## src/twr_pkg.sv

```systemverilog
// shared constants and payload types for the two-channel window rms unit
`timescale 1ns / 1ps
package twr_pkg;

  localparam int WINDOW      = 64;
  localparam int SAMPLE_BITS = 12;

  localparam int FIELD_W    = 12;
  localparam int OUT_W      = 12;
  localparam logic [FIELD_W-1:0] DC_RESET = 12'd2048;

  localparam int POS_W      = $clog2(WINDOW);
  localparam int CNT_W      = $clog2(WINDOW + 1);
  localparam int ADDR_W     = POS_W + 1;
  localparam int RING_DEPTH = 2 ** ADDR_W;
  localparam int SQ_W       = 2 * SAMPLE_BITS;
  localparam int SUM_W      = SQ_W + $clog2(WINDOW);
  localparam int RT_W       = SAMPLE_BITS;
  localparam int STEP_W     = $clog2(SUM_W);

  // remainder and alu widths shared by the divide and root steps
  localparam int REM_W = (CNT_W > RT_W + 2) ? CNT_W : RT_W + 2;
  localparam int ALU_W = (CNT_W + 1 > RT_W + 3) ? CNT_W + 1 : RT_W + 3;

  typedef struct packed {
    logic               req_type;
    logic               channel;
    logic [FIELD_W-1:0] sample;
  } in_t;

  typedef struct packed {
    logic [OUT_W-1:0] rms_first;
    logic [OUT_W-1:0] rms_second;
  } out_t;

  localparam logic REQ_SAMPLE = 1'b0;
  localparam logic REQ_READ   = 1'b1;

endpackage

```

## src/twr_ring.sv

```systemverilog
// ring store of squared samples for both channels, one write and one registered read
`timescale 1ns / 1ps
module twr_ring (
  input  logic                       clk,
  input  logic                       wr_en,
  input  logic [twr_pkg::ADDR_W-1:0] wr_addr,
  input  logic [twr_pkg::SQ_W-1:0]   wr_data,
  input  logic [twr_pkg::ADDR_W-1:0] rd_addr,
  output logic [twr_pkg::SQ_W-1:0]   rd_data
);

  logic [twr_pkg::SQ_W-1:0] mem [twr_pkg::RING_DEPTH];
  logic [twr_pkg::SQ_W-1:0] rd_data_r;

  always_ff @(posedge clk) begin
    if (wr_en) begin
      mem[wr_addr] <= wr_data;
    end
    rd_data_r <= mem[rd_addr];
  end

  assign rd_data = rd_data_r;

endmodule

```

## src/twr_calc.sv

```systemverilog
// shared subtract unit: restoring divide of the window sum, then floor square root
`timescale 1ns / 1ps
module twr_calc (
  input  logic                      clk,
  input  logic                      rst_n,
  input  logic                      start,
  input  logic [twr_pkg::SUM_W-1:0] sum_in,
  input  logic [twr_pkg::CNT_W-1:0] div_in,
  output logic                      done,
  output logic [twr_pkg::RT_W-1:0]  root
);

  localparam logic [1:0] P_IDLE = 2'd0;
  localparam logic [1:0] P_DIV  = 2'd1;
  localparam logic [1:0] P_SQRT = 2'd2;
  localparam logic [1:0] P_DONE = 2'd3;

  logic [1:0]                  phase_r, phase_nxt;
  logic [twr_pkg::STEP_W-1:0]  cnt_r, cnt_nxt;
  logic [twr_pkg::SUM_W-1:0]   quo_r, quo_nxt;
  logic [twr_pkg::REM_W-1:0]   rem_r, rem_nxt;
  logic [twr_pkg::CNT_W-1:0]   div_r, div_nxt;
  logic [twr_pkg::RT_W-1:0]    root_r, root_nxt;

  logic [twr_pkg::ALU_W-1:0]   op_a, op_b;
  logic [twr_pkg::ALU_W:0]     diff;
  logic                        ge;
  logic [twr_pkg::CNT_W:0]     rem_sh;
  logic [twr_pkg::RT_W+2:0]    rem_t;
  logic [twr_pkg::RT_W+2:0]    trial;

  always_comb begin
    rem_sh = {rem_r[twr_pkg::CNT_W-1:0], quo_r[twr_pkg::SUM_W-1]};
    rem_t  = {rem_r[twr_pkg::RT_W:0], quo_r[twr_pkg::SQ_W-1 -: 2]};
    trial  = {1'b0, root_r, 2'b01};
    if (phase_r == P_SQRT) begin
      op_a = twr_pkg::ALU_W'(rem_t);
      op_b = twr_pkg::ALU_W'(trial);
    end else begin
      op_a = twr_pkg::ALU_W'(rem_sh);
      op_b = twr_pkg::ALU_W'(div_r);
    end
    diff = {1'b0, op_a} - {1'b0, op_b};
    ge   = ~diff[twr_pkg::ALU_W];
  end

  always_comb begin
    phase_nxt = phase_r;
    cnt_nxt   = cnt_r;
    quo_nxt   = quo_r;
    rem_nxt   = rem_r;
    div_nxt   = div_r;
    root_nxt  = root_r;
    unique case (phase_r)
      P_IDLE: begin
        if (start) begin
          quo_nxt   = sum_in;
          rem_nxt   = '0;
          div_nxt   = div_in;
          cnt_nxt   = '0;
          phase_nxt = P_DIV;
        end
      end
      P_DIV: begin
        // one quotient bit a cycle, dividend shifts out as quotient shifts in
        quo_nxt = {quo_r[twr_pkg::SUM_W-2:0], ge};
        rem_nxt = ge ? twr_pkg::REM_W'(diff) : twr_pkg::REM_W'(rem_sh);
        cnt_nxt = cnt_r + 1'b1;
        if (cnt_r == twr_pkg::STEP_W'(twr_pkg::SUM_W - 1)) begin
          cnt_nxt   = '0;
          rem_nxt   = '0;
          root_nxt  = '0;
          phase_nxt = P_SQRT;
        end
      end
      P_SQRT: begin
        // two radicand bits a cycle, quotient fits below SQ_W bits
        quo_nxt  = {quo_r[twr_pkg::SUM_W-3:0], 2'b00};
        rem_nxt  = ge ? twr_pkg::REM_W'(diff) : twr_pkg::REM_W'(rem_t);
        root_nxt = {root_r[twr_pkg::RT_W-2:0], ge};
        cnt_nxt  = cnt_r + 1'b1;
        if (cnt_r == twr_pkg::STEP_W'(twr_pkg::RT_W - 1)) begin
          phase_nxt = P_DONE;
        end
      end
      P_DONE: begin
        phase_nxt = P_IDLE;
      end
      default: begin
        phase_nxt = P_IDLE;
      end
    endcase
  end

  always_ff @(posedge clk) begin
    if (!rst_n) begin
      phase_r <= P_IDLE;
      cnt_r   <= '0;
    end else begin
      phase_r <= phase_nxt;
      cnt_r   <= cnt_nxt;
    end
  end

  always_ff @(posedge clk) begin
    quo_r  <= quo_nxt;
    rem_r  <= rem_nxt;
    div_r  <= div_nxt;
    root_r <= root_nxt;
  end

  assign done = (phase_r == P_DONE);
  assign root = root_r;

endmodule

```

## src/two_channel_window_rms_unit.sv

```systemverilog
// top level: sample path, ring update, read sequencer and result register
`timescale 1ns / 1ps
// Level meter for two channels. A sample item (req_type 0) takes the absolute
// difference of the sample from dc_reference, squares it and adds it to that
// channel's sliding window of the last WINDOW squares; it produces no result
// and passes through the square and ring read, then the sum and ring update. A read
// item (req_type 1) returns the floor square root of each channel's window
// mean, dividing by the samples held so far until the window has filled, and
// 0 for a channel with no samples. Both channels go one after the other
// through one shared subtract unit that does a restoring divide, one bit a
// cycle, then the root, two radicand bits a cycle; a channel that is still empty
// skips the unit. The ring needs no clearing after reset. A result waits in its
// output register while further sample items are taken.
module two_channel_window_rms_unit (
  input  logic                        clk,
  input  logic                        rst_n,
  input  logic                        in_valid,
  output logic                        in_ready,
  input  twr_pkg::in_t                in_data,
  output logic                        out_valid,
  input  logic                        out_ready,
  output twr_pkg::out_t               out_data,
  input  logic                        cfg_valid,
  output logic                        cfg_ready,
  input  logic [twr_pkg::FIELD_W-1:0] cfg_data
);

  localparam logic [2:0] S_IDLE   = 3'd0;
  localparam logic [2:0] S_SMP    = 3'd1;
  localparam logic [2:0] S_LAUNCH = 3'd2;
  localparam logic [2:0] S_WAIT   = 3'd3;
  localparam logic [2:0] S_PEND   = 3'd4;

  logic [2:0]                  state_r, state_nxt;
  logic [twr_pkg::FIELD_W-1:0] dc_r, dc_nxt;
  logic [twr_pkg::POS_W-1:0]   pos0_r, pos0_nxt, pos1_r, pos1_nxt;
  logic                        full0_r, full0_nxt, full1_r, full1_nxt;
  logic [twr_pkg::SUM_W-1:0]   sum0_r, sum0_nxt, sum1_r, sum1_nxt;
  logic                        out_valid_r, out_valid_nxt;
  logic                        rd_ch_r, rd_ch_nxt;
  logic                        ch_r, ch_nxt;
  logic [twr_pkg::SQ_W-1:0]    sq_r, sq_nxt;
  logic [twr_pkg::RT_W-1:0]    res0_r, res0_nxt, res1_r, res1_nxt;
  twr_pkg::out_t               out_data_r, out_data_nxt;

  logic                          accept;
  logic [twr_pkg::SAMPLE_BITS-1:0] smp, dc_ref, absdiff;
  logic [twr_pkg::SQ_W-1:0]      sq_c;
  logic [twr_pkg::POS_W-1:0]     pos_in, pos_c, pos_new, pos_rd;
  logic                          full_c, full_rd;
  logic [twr_pkg::SUM_W-1:0]     sum_c, sum_new, sum_rd;
  logic [twr_pkg::SQ_W-1:0]      old_sq;
  logic [twr_pkg::CNT_W-1:0]     calc_n;
  logic                          calc_start, calc_done;
  logic [twr_pkg::RT_W-1:0]      calc_root;
  logic                          slot_free;

  assign accept    = in_valid && in_ready;
  assign in_ready  = (state_r == S_IDLE);
  assign cfg_ready = 1'b1;

  // sample path: absolute difference and square
  always_comb begin
    smp     = in_data.sample[twr_pkg::SAMPLE_BITS-1:0];
    dc_ref  = dc_r[twr_pkg::SAMPLE_BITS-1:0];
    absdiff = (smp > dc_ref) ? (smp - dc_ref) : (dc_ref - smp);
    sq_c    = twr_pkg::SQ_W'(absdiff) * twr_pkg::SQ_W'(absdiff);
  end

  always_comb begin
    pos_in  = in_data.channel ? pos1_r : pos0_r;
    pos_c   = ch_r ? pos1_r : pos0_r;
    full_c  = ch_r ? full1_r : full0_r;
    sum_c   = ch_r ? sum1_r : sum0_r;
    // the old entry only counts once the ring has wrapped
    sum_new = full_c ? (sum_c - twr_pkg::SUM_W'(old_sq) + twr_pkg::SUM_W'(sq_r))
                     : (sum_c + twr_pkg::SUM_W'(sq_r));
    pos_new = (pos_c == twr_pkg::POS_W'(twr_pkg::WINDOW - 1)) ? '0 : pos_c + 1'b1;
    pos_rd  = rd_ch_r ? pos1_r : pos0_r;
    full_rd = rd_ch_r ? full1_r : full0_r;
    sum_rd  = rd_ch_r ? sum1_r : sum0_r;
    calc_n  = full_rd ? twr_pkg::CNT_W'(twr_pkg::WINDOW) : twr_pkg::CNT_W'(pos_rd);
    calc_start = (state_r == S_LAUNCH) && (calc_n != '0);
    slot_free  = !out_valid_r || out_ready;
  end

  twr_ring u_ring (
    .clk     (clk),
    .wr_en   (state_r == S_SMP),
    .wr_addr ({ch_r, pos_c}),
    .wr_data (sq_r),
    .rd_addr ({in_data.channel, pos_in}),
    .rd_data (old_sq)
  );

  twr_calc u_calc (
    .clk    (clk),
    .rst_n  (rst_n),
    .start  (calc_start),
    .sum_in (sum_rd),
    .div_in (calc_n),
    .done   (calc_done),
    .root   (calc_root)
  );

  always_comb begin
    state_nxt     = state_r;
    dc_nxt        = cfg_valid ? cfg_data : dc_r;
    pos0_nxt      = pos0_r;
    pos1_nxt      = pos1_r;
    full0_nxt     = full0_r;
    full1_nxt     = full1_r;
    sum0_nxt      = sum0_r;
    sum1_nxt      = sum1_r;
    out_valid_nxt = out_valid_r && !out_ready;
    rd_ch_nxt     = rd_ch_r;
    ch_nxt        = ch_r;
    sq_nxt        = sq_r;
    res0_nxt      = res0_r;
    res1_nxt      = res1_r;
    out_data_nxt  = out_data_r;
    unique case (state_r)
      S_IDLE: begin
        if (accept) begin
          if (in_data.req_type == twr_pkg::REQ_SAMPLE) begin
            ch_nxt    = in_data.channel;
            sq_nxt    = sq_c;
            state_nxt = S_SMP;
          end else begin
            rd_ch_nxt = 1'b0;
            state_nxt = S_LAUNCH;
          end
        end
      end
      S_SMP: begin
        if (ch_r) begin
          sum1_nxt = sum_new;
          pos1_nxt = pos_new;
          if (pos_new == '0) full1_nxt = 1'b1;
        end else begin
          sum0_nxt = sum_new;
          pos0_nxt = pos_new;
          if (pos_new == '0) full0_nxt = 1'b1;
        end
        state_nxt = S_IDLE;
      end
      S_LAUNCH: begin
        if (calc_n == '0) begin
          // empty channel reads as zero
          if (rd_ch_r) begin
            res1_nxt  = '0;
            state_nxt = S_PEND;
          end else begin
            res0_nxt  = '0;
            rd_ch_nxt = 1'b1;
          end
        end else begin
          state_nxt = S_WAIT;
        end
      end
      S_WAIT: begin
        if (calc_done) begin
          if (rd_ch_r) begin
            res1_nxt  = calc_root;
            state_nxt = S_PEND;
          end else begin
            res0_nxt  = calc_root;
            rd_ch_nxt = 1'b1;
            state_nxt = S_LAUNCH;
          end
        end
      end
      S_PEND: begin
        if (slot_free) begin
          out_data_nxt.rms_first  = twr_pkg::OUT_W'(res0_r);
          out_data_nxt.rms_second = twr_pkg::OUT_W'(res1_r);
          out_valid_nxt           = 1'b1;
          state_nxt               = S_IDLE;
        end
      end
      default: begin
        state_nxt = S_IDLE;
      end
    endcase
  end

  always_ff @(posedge clk) begin
    if (!rst_n) begin
      state_r     <= S_IDLE;
      dc_r        <= twr_pkg::DC_RESET;
      pos0_r      <= '0;
      pos1_r      <= '0;
      full0_r     <= 1'b0;
      full1_r     <= 1'b0;
      sum0_r      <= '0;
      sum1_r      <= '0;
      out_valid_r <= 1'b0;
      rd_ch_r     <= 1'b0;
    end else begin
      state_r     <= state_nxt;
      dc_r        <= dc_nxt;
      pos0_r      <= pos0_nxt;
      pos1_r      <= pos1_nxt;
      full0_r     <= full0_nxt;
      full1_r     <= full1_nxt;
      sum0_r      <= sum0_nxt;
      sum1_r      <= sum1_nxt;
      out_valid_r <= out_valid_nxt;
      rd_ch_r     <= rd_ch_nxt;
    end
  end

  always_ff @(posedge clk) begin
    ch_r       <= ch_nxt;
    sq_r       <= sq_nxt;
    res0_r     <= res0_nxt;
    res1_r     <= res1_nxt;
    out_data_r <= out_data_nxt;
  end

  assign out_valid = out_valid_r;
  assign out_data  = out_data_r;

  a_accept_leaves_idle: assert property (
    @(posedge clk) disable iff (!rst_n) accept |=> state_r != S_IDLE
  ) else $error("accepted item did not start work");

  a_done_while_waiting: assert property (
    @(posedge clk) disable iff (!rst_n) calc_done |-> state_r == S_WAIT
  ) else $error("divide/root unit finished outside the wait state");

  a_pos_in_window: assert property (
    @(posedge clk) disable iff (!rst_n)
      {1'b0, pos0_r} < twr_pkg::ADDR_W'(twr_pkg::WINDOW)
  ) else $error("first channel write index beyond window");

  a_full_stays: assert property (
    @(posedge clk) disable iff (!rst_n) full0_r && full1_r |=> full0_r && full1_r
  ) else $error("filled flag dropped");

endmodule
```

## config.mk

```make
export PLATFORM = sky130hd
export DESIGN_NAME = two_channel_window_rms_unit
export DESIGN_NICKNAME = d
export VERILOG_FILES = /design/src/twr_pkg.sv /design/src/twr_ring.sv /design/src/twr_calc.sv /design/src/two_channel_window_rms_unit.sv
export SDC_FILE = /design/constraint.sdc
export NUM_CORES = 2
export LEC_CHECK = 0
export BUFFER_PORTS_ARGS = -buffer_cell sky130_fd_sc_hd__buf_2
export CORE_ASPECT_RATIO = 1.2
export CORE_MARGIN = 3
export CORE_UTILIZATION = 57
export CTS_CLUSTER_SIZE = 10
export DETAILED_ROUTE_END_ITERATION = 10
export PLACE_DENSITY = 0.77
export SLEW_MARGIN = 20
export SYNTH_ARGS = -nofsm -noshare
export SYNTH_HDL_FRONTEND = slang
export SYNTH_SLANG_ARGS = --single-unit
```

## constraint.sdc

```tcl
create_clock -name clk -period 8.2 [get_ports clk]
set_input_delay 1.64 -clock clk [delete_from_list [all_inputs] [get_ports clk]]
set_output_delay 1.64 -clock clk [all_outputs]
set_load 0.02 [all_outputs]
```

## Word-level counts from Yosys, hierarchy flattened

Memory sizes are Yosys's and may differ from the RTL's. A register that Yosys moved wholly into a read port is not among the register bits.
Cells that the tools add are included.

- Add/sub/neg operators: 8
- Multiply operators: 1
- Order comparisons: 1
- Equality and inequality tests: 23
- Muxes and demuxes: 56
- Bitwise logic cells: 3
- Reductions and logical operators: 29

Operators by type and width:

| operator | number |
|---|---|
| $mux 12 | 10 |
| $mux 30 | 4 |
| $pmux 30 s3 | 1 |
| $pmux 12 s2 | 3 |
| $add 30x24->30 | 2 |
| $mux 13 | 4 |
| $pmux 13 s3 | 1 |
| $sub 30x24->30 | 1 |
| $mul 12x12->24 | 1 |
| $mux 6 | 4 |
| $sub 12x12->12 | 2 |
| $mux 3 | 6 |
| $ne 2x2->1 const B | 8 |
| $sub 15x14->16 | 1 |
| $mux 15 | 1 |
| $pmux 5 s3 | 1 |
| $reduce_and 5->1 | 3 |
| $mux 14 | 1 |
| $gt 12x12->1 | 1 |
| $pmux 3 s4 | 1 |
| $reduce_and 2->1 | 6 |
| $reduce_and 3->1 | 4 |
| $mux 1 | 10 |
| $mux 5 | 2 |
| other kinds (28) | 43 |

- Register bits: 233
- Memory bits (writable): 3072
- Input bits: 31
- Output and inout bits: 27
- Logic and storage cells: 144
- Memories: 1

Memory list:

| memory | depth | bits a word | read ports | clocked after memory_dff | wr ports | line | text |
|---|---|---|---|---|---|---|---|
| u_ring.mem | 128 | 24 | 1 | 1 | 1 | twr_ring.sv:12 | `logic [twr_pkg::SQ_W-1:0] mem [twr_pkg::RING_DEPTH];` |

## Depth between registers and ports, before layout

- Depth in word-level cells: 6
- Mapped depth: 35
- Mapped depth without buffers: 32

## By module

From an unflattened synthesis, not the netlist that was laid out.

- Cells, all modules: 6727
- Area total of the unflattened synthesis: 137119.0 µm²

By module, submodules not included:

| module | instances | cells each | area an instance (µm²) | seq. area each (µm²) |
|---|---|---|---|---|
| twr_ring | 1 | 4538 | 117381.3 | 92728.9 |
| two_channel_window_rms_unit | 1 | 1773 | 15556.2 | 3983.8 |
| twr_calc | 1 | 416 | 4181.5 | 2001.9 |

## Least setup slack after synthesis

No wires, ideal clock.

- Kind: input to register
- From: input in_data[9] in the netlist's numbering
- To: register sq_r[22] in the netlist's numbering, data pin
- Library setup time: 266 ps
- Data arrival time: 8353 ps
- Required time: 7934 ps
- Path slack: -419 ps
- Stages: 32
- Buffers on the path: 4
- Cells stage by stage: inv_1 ha_1 clkbuf_2 nand4_2 or4_4 o211ai_1 and2_1 buf_2 buf_6 mux2i_1 o21ai_0 xnor2_1 clkbuf_1 nand2b_1 fa_1 inv_1 fa_1 fa_1 fa_1 inv_1 fa_1 inv_1 ha_1 a21o_1 a21oi_1 o21ai_0 nor2_1 a211oi_1 o31a_1 o21ai_0 a21boi_0 xor2_1

- Cells in the longest elaborated chain, start to end: 3
- Elaborated cells on any way between the ends: 5
- Those cells by class: add/sub (2); mul (1); order compare (1); mux (1)

RTL lines:

| item | line | text |
|---|---|---|
| start: declaration | two_channel_window_rms_unit.sv:19 | `input twr_pkg::in_t in_data,` |
| $sub 12x12->12 or $gt 12x12->1 (tied branches) | two_channel_window_rms_unit.sv:66 | `absdiff = (smp > dc_ref) ? (smp - dc_ref) : (dc_ref - smp);` |
| $mux 12 * | two_channel_window_rms_unit.sv:66 |  |
| $mul 12x12->24 * | two_channel_window_rms_unit.sv:67 | `sq_c = twr_pkg::SQ_W'(absdiff) * twr_pkg::SQ_W'(absdiff);` |
| net sq_c (one bit) | two_channel_window_rms_unit.sv:48 | `logic [twr_pkg::SQ_W-1:0] sq_c;` |
| end signal: assignment | two_channel_window_rms_unit.sv:215 | `sq_r <= sq_nxt;` |
| end: declaration | two_channel_window_rms_unit.sv:42 | `logic [twr_pkg::SQ_W-1:0] sq_r, sq_nxt;` |

The timed path passes the listed nets; every way through them passes the cells marked *.
A chain may end at the register's enable or synchronous reset.

## Final worst setup path

- From: input in_data[7] in the netlist's numbering
- To: register sq_r[21] in the netlist's numbering, data pin

Same word-level chain as after synthesis.

==> results.toml <==
[run_status]
status = "complete, no violations"

[timing]
period_needed_ns = 7.92
min_period_over_period = 0.965
finalMaxSlewViolations = 0
hold_ws_ns = 0.415
finalHoldViolCount = 0
max_freq_ghz = 0.126
worst_pin_slew_ns = 1.21
relSlewSlack = 0.192
fin_ws_ns = 0.285
skew_ns = 0.0763
finalSetupViolations = 0

[floorplanning]
dieArea_sq_um = 239000
core_area_sq_um = 231000
die_w_um = 447
io_pins = 58
initial_core_util = 0.575
rows = 193
die_h_um = 535

[pwr]
leakagePower_nw = 48.5
vdd_drop_max_mv = 1.08
power_density_nw_per_um2 = 346

[clock_tree]
path_clk_slew_ns = 0.05
clockRootBuffer = "clkbuf_16"
clock_path_buffers = 4
cts_made_buffers = 363
clock_latency_ns = 0.90
clock_sinks = 3199
htreeDepth = 5
cts_tree = "yes"

[critical_path]
critPathTopFamily = "adder cells"
crit_fanout = 6
arrival_ns = 8.51
path_buf_inv = 7
critPathLaunchType = "primary input"
max_stage_delay_ns = 0.57
slowest_stage = "or4_4"
cp.required_ns = 8.80
criticalPathCategory = "in -> reg"
crit_path_frequent_cell = "fa_1"
end_kind = "register"

[grt]
grtUsageMet1 = 0.378
grtUsageMet2 = 0.477
grt.busiest_layer = "met2"
track_usage = 0.300
grt_pass1_wl_mm = 524
grt_max_degree = 108
grt_use_met3 = 0.0706
overflow = 0
antenna_found_initial = 24
grt_pass1_vias = 78300

[finish]
fillCellCount = 14900
area_delta_synth_final_pct = 12.4
final_cells = 11300
final_nets = 8477
stdcell_area_sq_um = 150000
layout_common_cells = "3,078 x edfxtp_1, 594 x nand2_1, 552 x mux4_2"
drive_above_1_share = 0.202
final_common_cell = "edfxtp_1"

[detailed_routing]
vias_per_cell = 6.80
drc = 0
drt-total-wl_mm = 359
drt-wirelength-per-cell_um = 31.8
drt-pass1-iter-count = 8
via_count = 76800
ant_nets = 0
drtIter0Drc = 10600

[hold_path]
holdCritPathClass = "reg -> reg"

[synth]
syn_inst = 7796
synth_edf_count = 3078
syn_nets = 8089
syn_area_per_cell_sq_um = 17.1
synth-seq-area-share = 0.713
yosysUniqueCellTypes = 86
synth-seq-cells = 3199
ys_async_sr_fraction = 0
ys.flop_type = "edfxtp_1"
ys_warn_count = 0
synthesis.area_sq_um = 133000

[placed_design]
port_buffers = 56
gp_congestion = 0.925
pre_cts_slack_ns = -0.828
dpl_cell_area_sq_um = 139000
dp_cells = 10800
dpl.hpwl_mm = 205

[flow_run]
cap_violations = 0
==> worst reg2reg max path: cells and delay by family (launching register included) <==
family / cells / cell delay (ns)
AO/OA/AOI/OAI: 7 / 1.80
XOR/XNOR: 2 / 0.28
adder cells (fa/ha/maj): 8 / 3.11
buffers and inverters: 8 / 0.81
flip-flops: 1 / 0.44
multiplexers: 1 / 0.11
AND/OR/NAND/NOR: 4 / 0.62
==> cells in the mapped netlist (14+ instances only) <==
cell type | number | area [sq um]
or2_2 | 14 | 87.6
dfxtp_1 | 121 | 2420
clkbuf_1 | 269 | 1010
a221oi_1 | 38 | 333
a32oi_1 | 23 | 201
a311oi_1 | 14 | 123
buf_1 | 51 | 191
o21ai_0 | 189 | 946
inv_1 | 275 | 1030
and3_1 | 62 | 388
fa_1 | 104 | 2080
nor2b_1 | 26 | 163
nand4_1 | 16 | 100
buf_4 | 40 | 300
buf_2 | 82 | 410
and2_1 | 46 | 288
nand3_1 | 189 | 946
xor2_1 | 39 | 342
a32o_1 | 17 | 170
nor2_1 | 343 | 1290
nand2_1 | 598 | 2240
mux2_2 | 18 | 203
xnor2_1 | 50 | 438
o221ai_1 | 149 | 1310
a31oi_1 | 70 | 438
ha_1 | 158 | 1980
a211oi_1 | 36 | 270
a21oi_1 | 343 | 1720
mux4_2 | 552 | 12400
mux2i_1 | 408 | 4080
a21o_1 | 28 | 210
o211ai_1 | 21 | 158
nor3_1 | 85 | 425
o22ai_1 | 65 | 407
edfxtp_1 | 3078 | 92400
nand2b_1 | 22 | 138
==> state kept, by name, summed over array words and instances, names as in the netlist, 3 cells and up <==
register        count
dc_r               12
out_data           24
pos0_r              6
pos1_r              6
res0_r             12
res1_r             12
sq_r               23
state_r             3
sum0_r             30
sum1_r             30
u_calc.cnt_r        5
u_calc.div_r        7
u_calc.quo_r       30
u_calc.rem_r       13
u_calc.root        12
u_ring.mem       2944
u_ring.rd_data     23
==> per-stage QoR <==
step | setup TNS (ns) | utilization | power [mW]
2_1_floorplan | -0.00422 | - | 31.7
3_3_place_gp | -5.60 | 0.603 | 37.0
3_5_place_dp | -6.23 | 0.603 | 37.5
4_1_cts | 0 | 0.645 | 51.4
5_1_grt | -0.0215 | 0.646 | 54.4
6_report | 0 | 0.646 | 51.8
==> repair_timing <==
item | in CTS | in global routing
endpoints found under the setup margin | 0 | 8
buffers inserted | 0 | 9
hold endpoints to repair | 0 | 0
hold buffers | 0 | 0
resized for setup | 0 | 45
==> cell families (layout without fill, tap and decap cells) <==
| family | after synthesis | count (layout) | synth area share |
|---|---|---|---|
| other | 1 | 15 | 0.0000282 |
| buffers and inverters | 721 | 1184 | 0.0223 |
| adders and majority gates | 262 | 262 | 0.0305 |
| DFF | 3199 | 3199 | 0.713 |
| and+or+nand+nor | 1447 | 1447 | 0.0483 |
| muxes | 979 | 979 | 0.126 |
| AOI/OAI and AO/OA | 1097 | 1097 | 0.0538 |
| xor gates and xnor gates | 90 | 90 | 0.00598 |
==> routing by layer <==
layer	up-vias	share of wire
li1	31400	-
met1	38900	0.33
met2	5519	0.48
met3	1012	0.12
met4	4	0.071
met5	-	0.00019
==> power breakdown <==
group | internal, mW | switching, mW | leakage, nW | total (mW)
Sequential | 20.7 | 0.200 | 28.7 | 20.9
Clock | 8.07 | 5.99 | 4.77 | 14.1
Combinational | 6.84 | 10.0 | 15.0 | 16.9
==> path summary, 6_finish.rpt <==
check / from / end / slack, ns / cells past startpoint
hold / removal: res0_r[4] / out_data[16] / 0.41 / 0
hold reg to reg: res0_r[4] / out_data[16] / 0.41 / 0
setup / recovery: in_data[7] / sq_r[21] / 0.28 / 30
setup reg to reg: dc_r[0] / sq_r[21] / 0.80 / 30
==> area by class of cell <==
class                      instances  area (sq um)  share of cell area
sequential                      3199         94900               0.634
multi-input combinational       3876         36300               0.243
clock buffer                     419          9450              0.0632
tap                             3022          3780              0.0253
timing repair buffer             467          3740              0.0250
inverter                         277          1050             0.00702
clock inverter                    21           327             0.00218
antenna                           14          35.0            0.000234
No activity file was read; power rests on OpenSTA's default activity.
